File: src/rtl/fbm_pkg.sv
// Package for the fractal value-noise height sampler.
// Holds constants, the register map, the controller state and op types and
// the command/status structs. Depends on nothing.
package fbm_pkg;

   localparam int MAX_OCTAVES = 8;
   localparam int OCT_W       = $clog2(MAX_OCTAVES + 1);
   localparam int SUM_W       = 24 + MAX_OCTAVES;
   localparam int DIV_CNT_W   = $clog2(SUM_W);
   localparam int STEP_W      = 3;
   localparam int CSR_IDX_W   = 8;
   localparam int CSR_DATA_W  = 32;

   localparam logic [31:0] HASH_CX   = 32'd73856093;
   localparam logic [31:0] HASH_CZ   = 32'd19349663;
   localparam logic [31:0] HASH_CS   = 32'd83492791;
   localparam logic [31:0] MIX_M1    = 32'h7feb352d;
   localparam logic [31:0] MIX_M2    = 32'h846ca68b;
   localparam logic [31:0] SEED_STEP = 32'd101;
   localparam logic [63:0] OFS_X     = 64'h0000_0011_2147_AE14;
   localparam logic [63:0] OFS_Z     = 64'h0000_001F_B5C2_8F5C;
   localparam logic [24:0] ONE_Q24   = 25'h100_0000;
   localparam logic [25:0] THREE_Q24 = 26'h300_0000;
   localparam logic [23:0] MASK24    = 24'hFF_FFFF;

   localparam logic [23:0] NOISE_FREQ_RST   = 24'd4096;
   localparam logic [3:0]  OCTAVE_COUNT_RST = 4'd4;
   localparam logic [31:0] NOISE_SEED_RST   = 32'd0;
   localparam logic [15:0] HEIGHT_SCALE_RST = 16'd6144;

   typedef enum logic [CSR_IDX_W-1:0] {
      CSR_NOISE_FREQ   = 8'd0,
      CSR_OCTAVE_COUNT = 8'd1,
      CSR_NOISE_SEED   = 8'd2,
      CSR_HEIGHT_SCALE = 8'd3
   } csr_idx_type;

   typedef enum logic [2:0] {
      ST_IDLE,
      ST_BASE,
      ST_OCT,
      ST_DIV,
      ST_SHP1,
      ST_SHP2,
      ST_FIN
   } state_type;

   typedef enum logic [3:0] {
      OP_NONE,
      OP_LOAD,
      OP_BASE,
      OP_P0,
      OP_P1,
      OP_P2,
      OP_P3,
      OP_P4,
      OP_P5,
      OP_DIVSTEP,
      OP_SHP1,
      OP_SHP2,
      OP_OUT,
      OP_ZERO
   } op_type;

   typedef struct packed {
      op_type op;
   } cmd_type;

   typedef struct packed {
      logic [OCT_W-1:0] oct_num;
      logic             out_free;
   } status_type;

endpackage

File: src/rtl/fbm_ctrl.sv
// Sequencer for the height sampler: walks octaves, divider bits and shaping.
// Issues one op per cycle, stalled while output is full. Depends on fbm_pkg.
module fbm_ctrl (
   input  logic                clock,
   input  logic                reset,
   input  logic                req_valid,
   output logic                req_ready,
   input  fbm_pkg::status_type status,
   output fbm_pkg::cmd_type    cmd
);

   fbm_pkg::state_type             state_ff, state_in;
   logic [fbm_pkg::OCT_W-1:0]      oct_ff, oct_in;
   logic [fbm_pkg::STEP_W-1:0]     step_ff, step_in;
   logic [fbm_pkg::DIV_CNT_W-1:0]  div_ff, div_in;
   logic                           zero_ff, zero_in;

   always_ff @(posedge clock) begin
      if (reset) begin
         state_ff <= fbm_pkg::ST_IDLE;
         oct_ff   <= '0;
         step_ff  <= '0;
         div_ff   <= '0;
         zero_ff  <= 1'b0;
      end else begin
         state_ff <= state_in;
         oct_ff   <= oct_in;
         step_ff  <= step_in;
         div_ff   <= div_in;
         zero_ff  <= zero_in;
      end
   end

   always_comb begin
      state_in  = state_ff;
      oct_in    = oct_ff;
      step_in   = step_ff;
      div_in    = div_ff;
      zero_in   = zero_ff;
      req_ready = 1'b0;
      cmd.op    = fbm_pkg::OP_NONE;
      case (state_ff)
         fbm_pkg::ST_IDLE: begin
            req_ready = 1'b1;
            if (req_valid) begin
               cmd.op  = fbm_pkg::OP_LOAD;
               oct_in  = '0;
               step_in = '0;
               div_in  = '0;
               zero_in = (status.oct_num == '0);
               state_in = (status.oct_num == '0) ? fbm_pkg::ST_FIN : fbm_pkg::ST_BASE;
            end
         end
         fbm_pkg::ST_BASE: begin
            cmd.op   = fbm_pkg::OP_BASE;
            state_in = fbm_pkg::ST_OCT;
         end
         fbm_pkg::ST_OCT: begin
            case (step_ff)
               3'd0:    cmd.op = fbm_pkg::OP_P0;
               3'd1:    cmd.op = fbm_pkg::OP_P1;
               3'd2:    cmd.op = fbm_pkg::OP_P2;
               3'd3:    cmd.op = fbm_pkg::OP_P3;
               3'd4:    cmd.op = fbm_pkg::OP_P4;
               3'd5:    cmd.op = fbm_pkg::OP_P5;
               default: cmd.op = fbm_pkg::OP_NONE;
            endcase
            if (step_ff == 3'd5) begin
               step_in = '0;
               if ((oct_ff + fbm_pkg::OCT_W'(1)) == status.oct_num) begin
                  state_in = fbm_pkg::ST_DIV;
               end else begin
                  oct_in = oct_ff + fbm_pkg::OCT_W'(1);
               end
            end else begin
               step_in = step_ff + 3'd1;
            end
         end
         fbm_pkg::ST_DIV: begin
            cmd.op = fbm_pkg::OP_DIVSTEP;
            if (div_ff == fbm_pkg::DIV_CNT_W'(fbm_pkg::SUM_W - 1)) begin
               state_in = fbm_pkg::ST_SHP1;
            end else begin
               div_in = div_ff + fbm_pkg::DIV_CNT_W'(1);
            end
         end
         fbm_pkg::ST_SHP1: begin
            cmd.op   = fbm_pkg::OP_SHP1;
            state_in = fbm_pkg::ST_SHP2;
         end
         fbm_pkg::ST_SHP2: begin
            cmd.op   = fbm_pkg::OP_SHP2;
            state_in = fbm_pkg::ST_FIN;
         end
         fbm_pkg::ST_FIN: begin
            if (status.out_free) begin
               cmd.op   = zero_ff ? fbm_pkg::OP_ZERO : fbm_pkg::OP_OUT;
               state_in = fbm_pkg::ST_IDLE;
            end
         end
         default: state_in = fbm_pkg::ST_IDLE;
      endcase
   end

endmodule

File: config.mk
export PLATFORM = sky130hd
export DESIGN_NAME = fbm_ctrl
export DESIGN_NICKNAME = d
export VERILOG_FILES = /design/src/rtl/fbm_pkg.sv /design/src/rtl/fbm_ctrl.sv
export SDC_FILE = /design/constraint.sdc
export NUM_CORES = 1
export LEC_CHECK = 0
export ABC_CLOCK_PERIOD_IN_PS = 2000
export BUFFER_PORTS_ARGS = -buffer_cell sky130_fd_sc_hd__buf_2
export CAP_MARGIN = 20
export CORE_MARGIN = 2
export CORE_UTILIZATION = 30
export DETAILED_ROUTE_END_ITERATION = 8
export SLEW_MARGIN = 20
export SYNTH_ARGS = -nofsm -noshare
export SYNTH_HDL_FRONTEND = slang
export SYNTH_SLANG_ARGS = --single-unit
export TNS_END_PERCENT = 10
File: constraint.sdc
create_clock -name clock -period 2 [get_ports clock]
set_input_delay 0.4 -clock clock [delete_from_list [all_inputs] [get_ports clock]]
set_output_delay 0.4 -clock clock [all_outputs]
set_load 0.01 [all_outputs]
# == Word-level counts from Yosys, hierarchy flattened ==
# Cells that the tools add are included.
# word_totals
word_cells,61
reg_bits,16
in_bits,8
# op_classes
n_mux,23
reduce_logical,10
eq_ne,20
addsub,3
# op_table
cell,n
one-hot mux 4 bit (7 select lines),1
2-to-1 mux 3 bit,8
one-hot mux 4 bit (6 select lines),1
one-hot mux 3 bit (7 select lines),1
2-to-1 mux 4 bit,4
"== test 3 bit, second input constant",5
"inequality test 2 bit, second input constant",7
"== test 3 x 2 -> 1 bit, second input constant",4
2-to-1 mux 5 bit,2
one-hot mux 5 bit (2 select lines),1
one-hot mux 4 bit (2 select lines),1
"== test 3 x 1 -> 1 bit, second input constant",2
logical NOT 3 bit,2
one-hot mux 3 bit (2 select lines),1
"adder 5 x 1 -> 5 bit, second input constant",1
"== test 5 bit, second input constant",1
AND reduction 5 bit,1
"adder 4 x 1 -> 4 bit, second input constant",1
== test 4 bit,1
logical NOT 4 bit,1
AND reduction 2 bit,2
AND reduction 4 bit,1
nonzero test 2 bit,2
"adder 3 x 1 -> 3 bit, second input constant",1
2 further kinds,4

# == Depth between registers and ports, before layout ==
# Gate-level depths: netlist of the first run.
# logic_depth
ltp_word,5
mapped_depth,7

# == Least setup slack after synthesis of the first run ==
# OpenSTA, ideal clock, no wires.
# synth_path
kind,register -> output
from,register step_ff[0] (netlist name)
to,output port cmd[2] (netlist name)
path_buffers,0
setup_slack_ns,0.153
arrival_time_ns,1.447
stages_incl_launch_ff,5
cell_sequence,dfxtp_1 and2_1 ha_1 a2111oi_0 a2111oi_0
# synth_lines
item,line,text
start: declaration,fbm_ctrl.sv:14,"logic [fbm_pkg::STEP_W-1:0] step_ff, step_in;"
start signal: assignment,fbm_ctrl.sv:28,step_ff <= step_in;
end: declaration,fbm_ctrl.sv:9,output fbm_pkg::cmd_type cmd

==> results of run 1 <==
==> worst paths after layout <==
path | start | to | slack, ns | cells past startpoint
worst max-delay path | state_ff[2] | cmd[0] | 0.08 | 5
worst min-delay path | zero_ff | zero_ff | 0.46 | 2
worst max register to register | div_ff[0] | div_ff[3] | 0.08 | 7
worst min register to register | zero_ff | zero_ff | 0.46 | 2
==> registers in the layout (all words and copies together) (netlist names) <==
signal / flops
oct_ff: 4
state_ff: 3
div_ff: 5
zero_ff: 1
step_ff: 3
==> through the flow <==
stage / hold WS [ns] / TNS [ns] / power (W) / util, % / instances
2_1_floorplan: 0.436 / 0 / 0.000579 / - / 145
4_1_cts: 0.465 / 0 / 0.000988 / 37.7 / 214
5_1_grt: 0.495 / -0.0583 / 0.00105 / 38.0 / 214
6_report: 0.461 / 0 / 0.000985 / 38.0 / 214
3_5_place_dp: 0.455 / 0 / 0.000694 / 36.1 / 210
3_3_place_gp: 0.452 / 0 / 0.000688 / 36.1 / 210
==> metal layers <==
metal	vias to the layer above	track usage (%)	routed length (um)
li1	576	-	-
met1	541	17.2	1270
met2	15	25.5	1310
met3	4	2.04	76
met4	0	5.47	35
met5	-	0	0
==> placed cells by master (no fill, tap or decap), types with 2 or more instances in the layout <==
master,count
a311oi_1,3
ha_1,4
buf_2,12
a21oi_1,12
clkbuf_8,4
nor2_2,2
nand2b_1,3
a2111oi_1,2
a211oi_1,2
xnor2_1,5
nand2_1,11
dfxtp_2,5
a31oi_1,3
nor2_1,13
nor3b_1,6
a31o_2,2
nor3_1,5
buf_4,13
o21ai_0,6
nand3b_1,4
dfxtp_1,11
nand3_1,6
nor4_1,3
inv_1,5
==> report_power, final <==
| part | internal, W | switching [W] | total, W |
|---|---|---|---|
| clock network | 0.000175 | 0.000116 | 0.000290 |
| logic | 0.000147 | 0.000185 | 0.000332 |
| registers | 0.000336 | 0.0000260 | 0.000362 |
| total | 0.000658 | 0.000327 | 0.000985 |
==> logic make-up after synthesis <==
group	synth area share (%)
AO/OA/AOI/OAI	22.2
multiplexers	1.86
adder cells (fa/ha/maj)	4.37
AND/OR/NAND/NOR	31.4
flip-flops	28.0
buffers and inverters	5.57
XOR/XNOR	6.67
==> cell type report <==
cell class | count | area [um2]
fill | 381 | 2270
multi-input combinational | 115 | 768
sequential | 16 | 327
timing repair buffer | 25 | 158
tap | 48 | 60.1
clock buffer | 4 | 55.1
inverter | 6 | 22.5
==> timing repair <==
| item | CTS | global route |
|---|---|---|
| setup endpoints to repair | 2 | 5 |
| gates resized for setup | 4 | 5 |
| endpoints found under the hold margin | 0 | 0 |
| pin swaps | 0 | 2 |
==> worst max-delay path, delay by kind of cell (launching register included) <==
| family | cells | cell delay (ns) |
|---|---|---|
| buf+inv | 1 | 0.19 |
| simple gates | 2 | 0.55 |
| flops | 1 | 0.37 |
| compound gates | 2 | 0.16 |
==> results.py, run 1 <==
metrics = {
    "timing": {
        "fin_crit_sh_pct": 96.1,
        "fin_ws_ns": 0.0786,
        "finalHoldViolations": 0,
        "layout_min_cycle_time_ns": 1.92,
        "fin_skew_ns": 0.00121,
        "relSlewSlack_pct": 76.4,
        "worstMarginPinSlew_ns": 0.351,
        "setup_viol": 0,
        "fmax_ghz": 0.520,
        "rsz0062_at_grt": "yes",
        "drv_slew": 0,
    },
    "routing": {
        "wl_per_cell_um": 12.6,
        "ant_nets": 0,
        "vias": 1136,
        "dr.pass1.iters": 4,
        "viasPerCell": 5.31,
        "routed_wirelength_mm": 2.69,
        "drc_errors": 0,
        "drt-initial-drc-count": 41,
    },
    "synth": {
        "syn_nets": 157,
        "synth_cells": 145,
        "synth_most_common_cell": "dfxtp_1",
        "ys_warn_count": 0,
        "synth.top_cell.area_share_pct": 28.0,
        "yosys.area.top_type": "dfxtp_1",
        "synth-seq-cells": 16,
        "yosys_most_used_dff": "dfxtp_1",
        "synth-edff-count": 0,
        "syn_area_um2": 1140,
        "synthDistinctLibCells": 46,
        "yosysSeqAreaShare_pct": 28.0,
        "synthTopCellsByArea": "dfxtp_1 (28%), a21oi_1 (5.2%), nor2_1 (4.9%)",
        "synthTopCellsByCount": "dfxtp_1 (16), nor2_1 (15), a21oi_1 (12), nand2_1 (11)",
        "avgSynthCellArea_um2": 7.90,
        "synthArstFlopShare_pct": 0,
    },
    "finish": {
        "final_area_um2": 1390,
        "nets": 179,
        "area_growth_pct": 21.4,
        "antenna_cells": 0,
        "drive_gt1_share_pct": 25.9,
    },
    "pwr": {
        "worst_ir_drop_vdd_v": 0.000274,
        "p_leak_nw": 0.526,
        "p_per_area_nw_per_um2": 708,
    },
    "global_route": {
        "grt_pass1_vias": 1132,
        "grt_use_total_pct": 14.3,
        "grt_overflow_total": 0,
        "grt_max_degree": 20,
        "grt_antenna_before_repair": 0,
        "grt_pass1_wl_mm": 4.86,
    },
    "clock_tree": {
        "cts_buffers": 3,
        "h-tree-depth": 1,
        "cts_setup_buffers": 0,
        "holdBufCountCts": 0,
        "root_buffer": "clkbuf_8",
        "clkSinkCount": 16,
        "clock_latency_ns": 0.25,
        "clkSlewWorstSetupHoldPaths_ns": 0.07,
        "clock_path_buffers": 2,
        "cts_tree": "done",
    },
    "die": {
        "die_area_um2": 4330,
        "die_width_um": 65.8,
        "start_util_pct": 31.3,
        "pin_count": 13,
        "placement_rows": 22,
        "die_h_um": 65.8,
        "core_um2": 3660,
    },
    "critical_path": {
        "slowest_delay_ns": 0.43,
        "crit_chain": "or3b_4 -> nor2_2 -> a21oi_1 -> o311ai_0 -> buf_2",
        "cp_data_required_time_ns": 1.60,
        "path_class": "reg -> out",
        "worstSetupEndpointType": "primary output",
        "critPathArrivalTime_ns": 1.52,
        "critPathMaxFanout": 7,
        "critPathSlowestCell": "or3b_4",
        "cp-start-kind": "flop",
    },
    "placed_design": {
        "dp_slack_ns": 0.0879,
        "dp.final_hpwl_mm": 2.18,
        "portBuffers": 12,
        "placed_cell_area_um2": 1320,
        "globalplace.congestion": 0.807,
    },
    "job": {
        "cap_violations": 0,
    },
    "outcome": {
        "status": "finished clean",
    },
    "worst_hold_path": {
        "hp-class": "reg -> reg",
    },
}
Note: power is estimated with default switching activity, not from simulation.
==> run 2: changes to the inputs <==
--- a/config.mk
+++ b/config.mk
@@ -8,7 +8,7 @@
 export ABC_CLOCK_PERIOD_IN_PS = 2000
 export BUFFER_PORTS_ARGS = -buffer_cell sky130_fd_sc_hd__buf_2
 export CAP_MARGIN = 20
-export CORE_MARGIN = 2
+export CORE_MARGIN = 5
 export CORE_UTILIZATION = 30
 export DETAILED_ROUTE_END_ITERATION = 8
 export SLEW_MARGIN = 20
==> results.py, run 2 (synthesis gave the netlist of run 1 again) <==
metrics = {
    "outcome": {
        "status": "finished clean",
    },
    "finish": {
        "final_cell_mix": "nor2_1 (14), a21oi_1 (12), dfxtp_1 (12), buf_2 (12), buf_4 (12)",
        "fillers": 400,
        "drive_gt1_share_pct": 25.9,
        "utilization_pct": 37.9,
        "area_growth_pct": 22.0,
        "largest_register_ffs": 5,
        "nets": 179,
        "mostFrequentLayoutCell": "nor2_1",
        "antenna_cells": 0,
        "top_register": "div_ff",
        "largestRegisters": "div_ff: 5 flops, oct_ff: 4 flops",
    },
    "clock_tree": {
        "cts_buffers": 3,
        "h-tree-depth": 1,
        "clkSinkCount": 16,
        "cts_tree": "done",
        "clkSlewWorstSetupHoldPaths_ns": 0.07,
        "root_buffer": "clkbuf_8",
        "clock_latency_ns": 0.25,
        "clock_path_buffers": 2,
    },
    "routing": {
        "drc_errors": 0,
        "ant_nets": 0,
        "drt-initial-drc-count": 59,
        "wl_per_cell_um": 12.8,
        "dr.pass1.iters": 4,
        "viasPerCell": 5.38,
        "vias": 1151,
        "routed_wirelength_mm": 2.74,
    },
    "timing": {
        "worstMarginPinSlew_ns": 0.399,
        "hold_ws_ns": 0.459,
        "drv_slew": 0,
        "fin_crit_sh_pct": 97.7,
        "rsz0062_at_grt": "yes",
        "layout_min_cycle_time_ns": 1.95,
        "relSlewSlack_pct": 72.7,
        "finalHoldViolations": 0,
        "fmax_ghz": 0.512,
        "fin_skew_ns": 0.00379,
        "setup_viol": 0,
    },
    "global_route": {
        "grt_use_total_pct": 10.8,
        "grt_overflow_total": 0,
        "grt_antenna_before_repair": 0,
        "grt_pass1_vias": 1020,
        "grt_max_degree": 20,
        "grt_pass1_wl_mm": 4.55,
    },
    "pwr": {
        "worst_ir_drop_vdd_v": 0.000317,
        "p_leak_nw": 0.522,
        "p_total_w": 0.000987,
        "p_per_area_nw_per_um2": 707,
    },
    "die": {
        "die_area_um2": 5150,
        "pin_count": 13,
        "core_um2": 3690,
        "start_util_pct": 31.0,
        "die_h_um": 71.8,
        "die_width_um": 71.8,
        "placement_rows": 22,
    },
    "placed_design": {
        "portBuffers": 12,
        "globalplace.congestion": 0.827,
        "dp.final_hpwl_mm": 2.12,
    },
    "critical_path": {
        "cp_data_required_time_ns": 1.60,
        "critPathMaxFanout": 8,
        "cp-start-kind": "flop",
        "path_class": "reg -> out",
        "worstSetupEndpointType": "primary output",
        "critPathArrivalTime_ns": 1.55,
    },
    "worst_hold_path": {
        "hp-class": "reg -> reg",
    },
    "job": {
        "cap_violations": 0,
    },
}
## run 2: repair_timing
item	4_1_cts	5_1_grt
setup buffers	0	1
hold buffers	0	0
endpoints found under the hold margin	0	0
setup endpoints to repair	2	4
gates resized for setup	4	6
pin swaps	1	0
## run 2: worst paths after layout
path	slack, ns	cells after the start	end	startpoint
setup / recovery	0.05	5	cmd[2]	step_ff[0]
setup reg to reg	0.10	7	div_ff[3]	div_ff[0]
hold reg to reg	0.46	2	div_ff[4]	div_ff[4]
hold / removal	0.46	2	div_ff[4]	div_ff[4]
## run 2: cell type report
cell class,instances,area [um2],area share [%]
clock buffer,4,55.1,3.94
multi-input combinational,115,772,55.3
sequential,16,325,23.3
timing repair buffer,25,161,11.6
inverter,6,22.5,1.61
tap,48,60.1,4.30
## run 2: where the power goes
group | switching [W] | internal (W) | leakage, nW | total [W]
clock | 0.000114 | 0.000174 | 0.0288 | 0.000288
combinational | 0.000192 | 0.000148 | 0.362 | 0.000339
sequential | 0.0000228 | 0.000336 | 0.131 | 0.000359
## run 2: per-stage QoR
stage / std cells / TNS [ns] / worst slack, ns / instance area [um2]
final: 214 / 0 / 0.0458 / 1400
after global routing: 214 / -0.0589 / -0.0355 / 1400
after CTS: 213 / 0 / 0.00296 / 1380
after detailed placement: 209 / 0 / 0.0424 / 1310
after global placement: 209 / 0 / 0.111 / 1310
after floorplan: 145 / 0 / 0.153 / 1140
## run 2: worst max-delay path, stage by stage, from the launching register on
cell and delay, ns:
dfxtp_2 0.41, and2_1 0.17, ha_1 0.17, a2111oi_1 0.05, a2111oi_0 0.31, buf_2 0.21
## run 2: per-layer routing
metal	GRT usage [%]	share of wire, %	up-vias
met5	0	0	-
met4	3.76	0.88	0
met3	2.10	4.6	2
met2	17.0	45	26
met1	14.5	50	537
li1	-	-	586
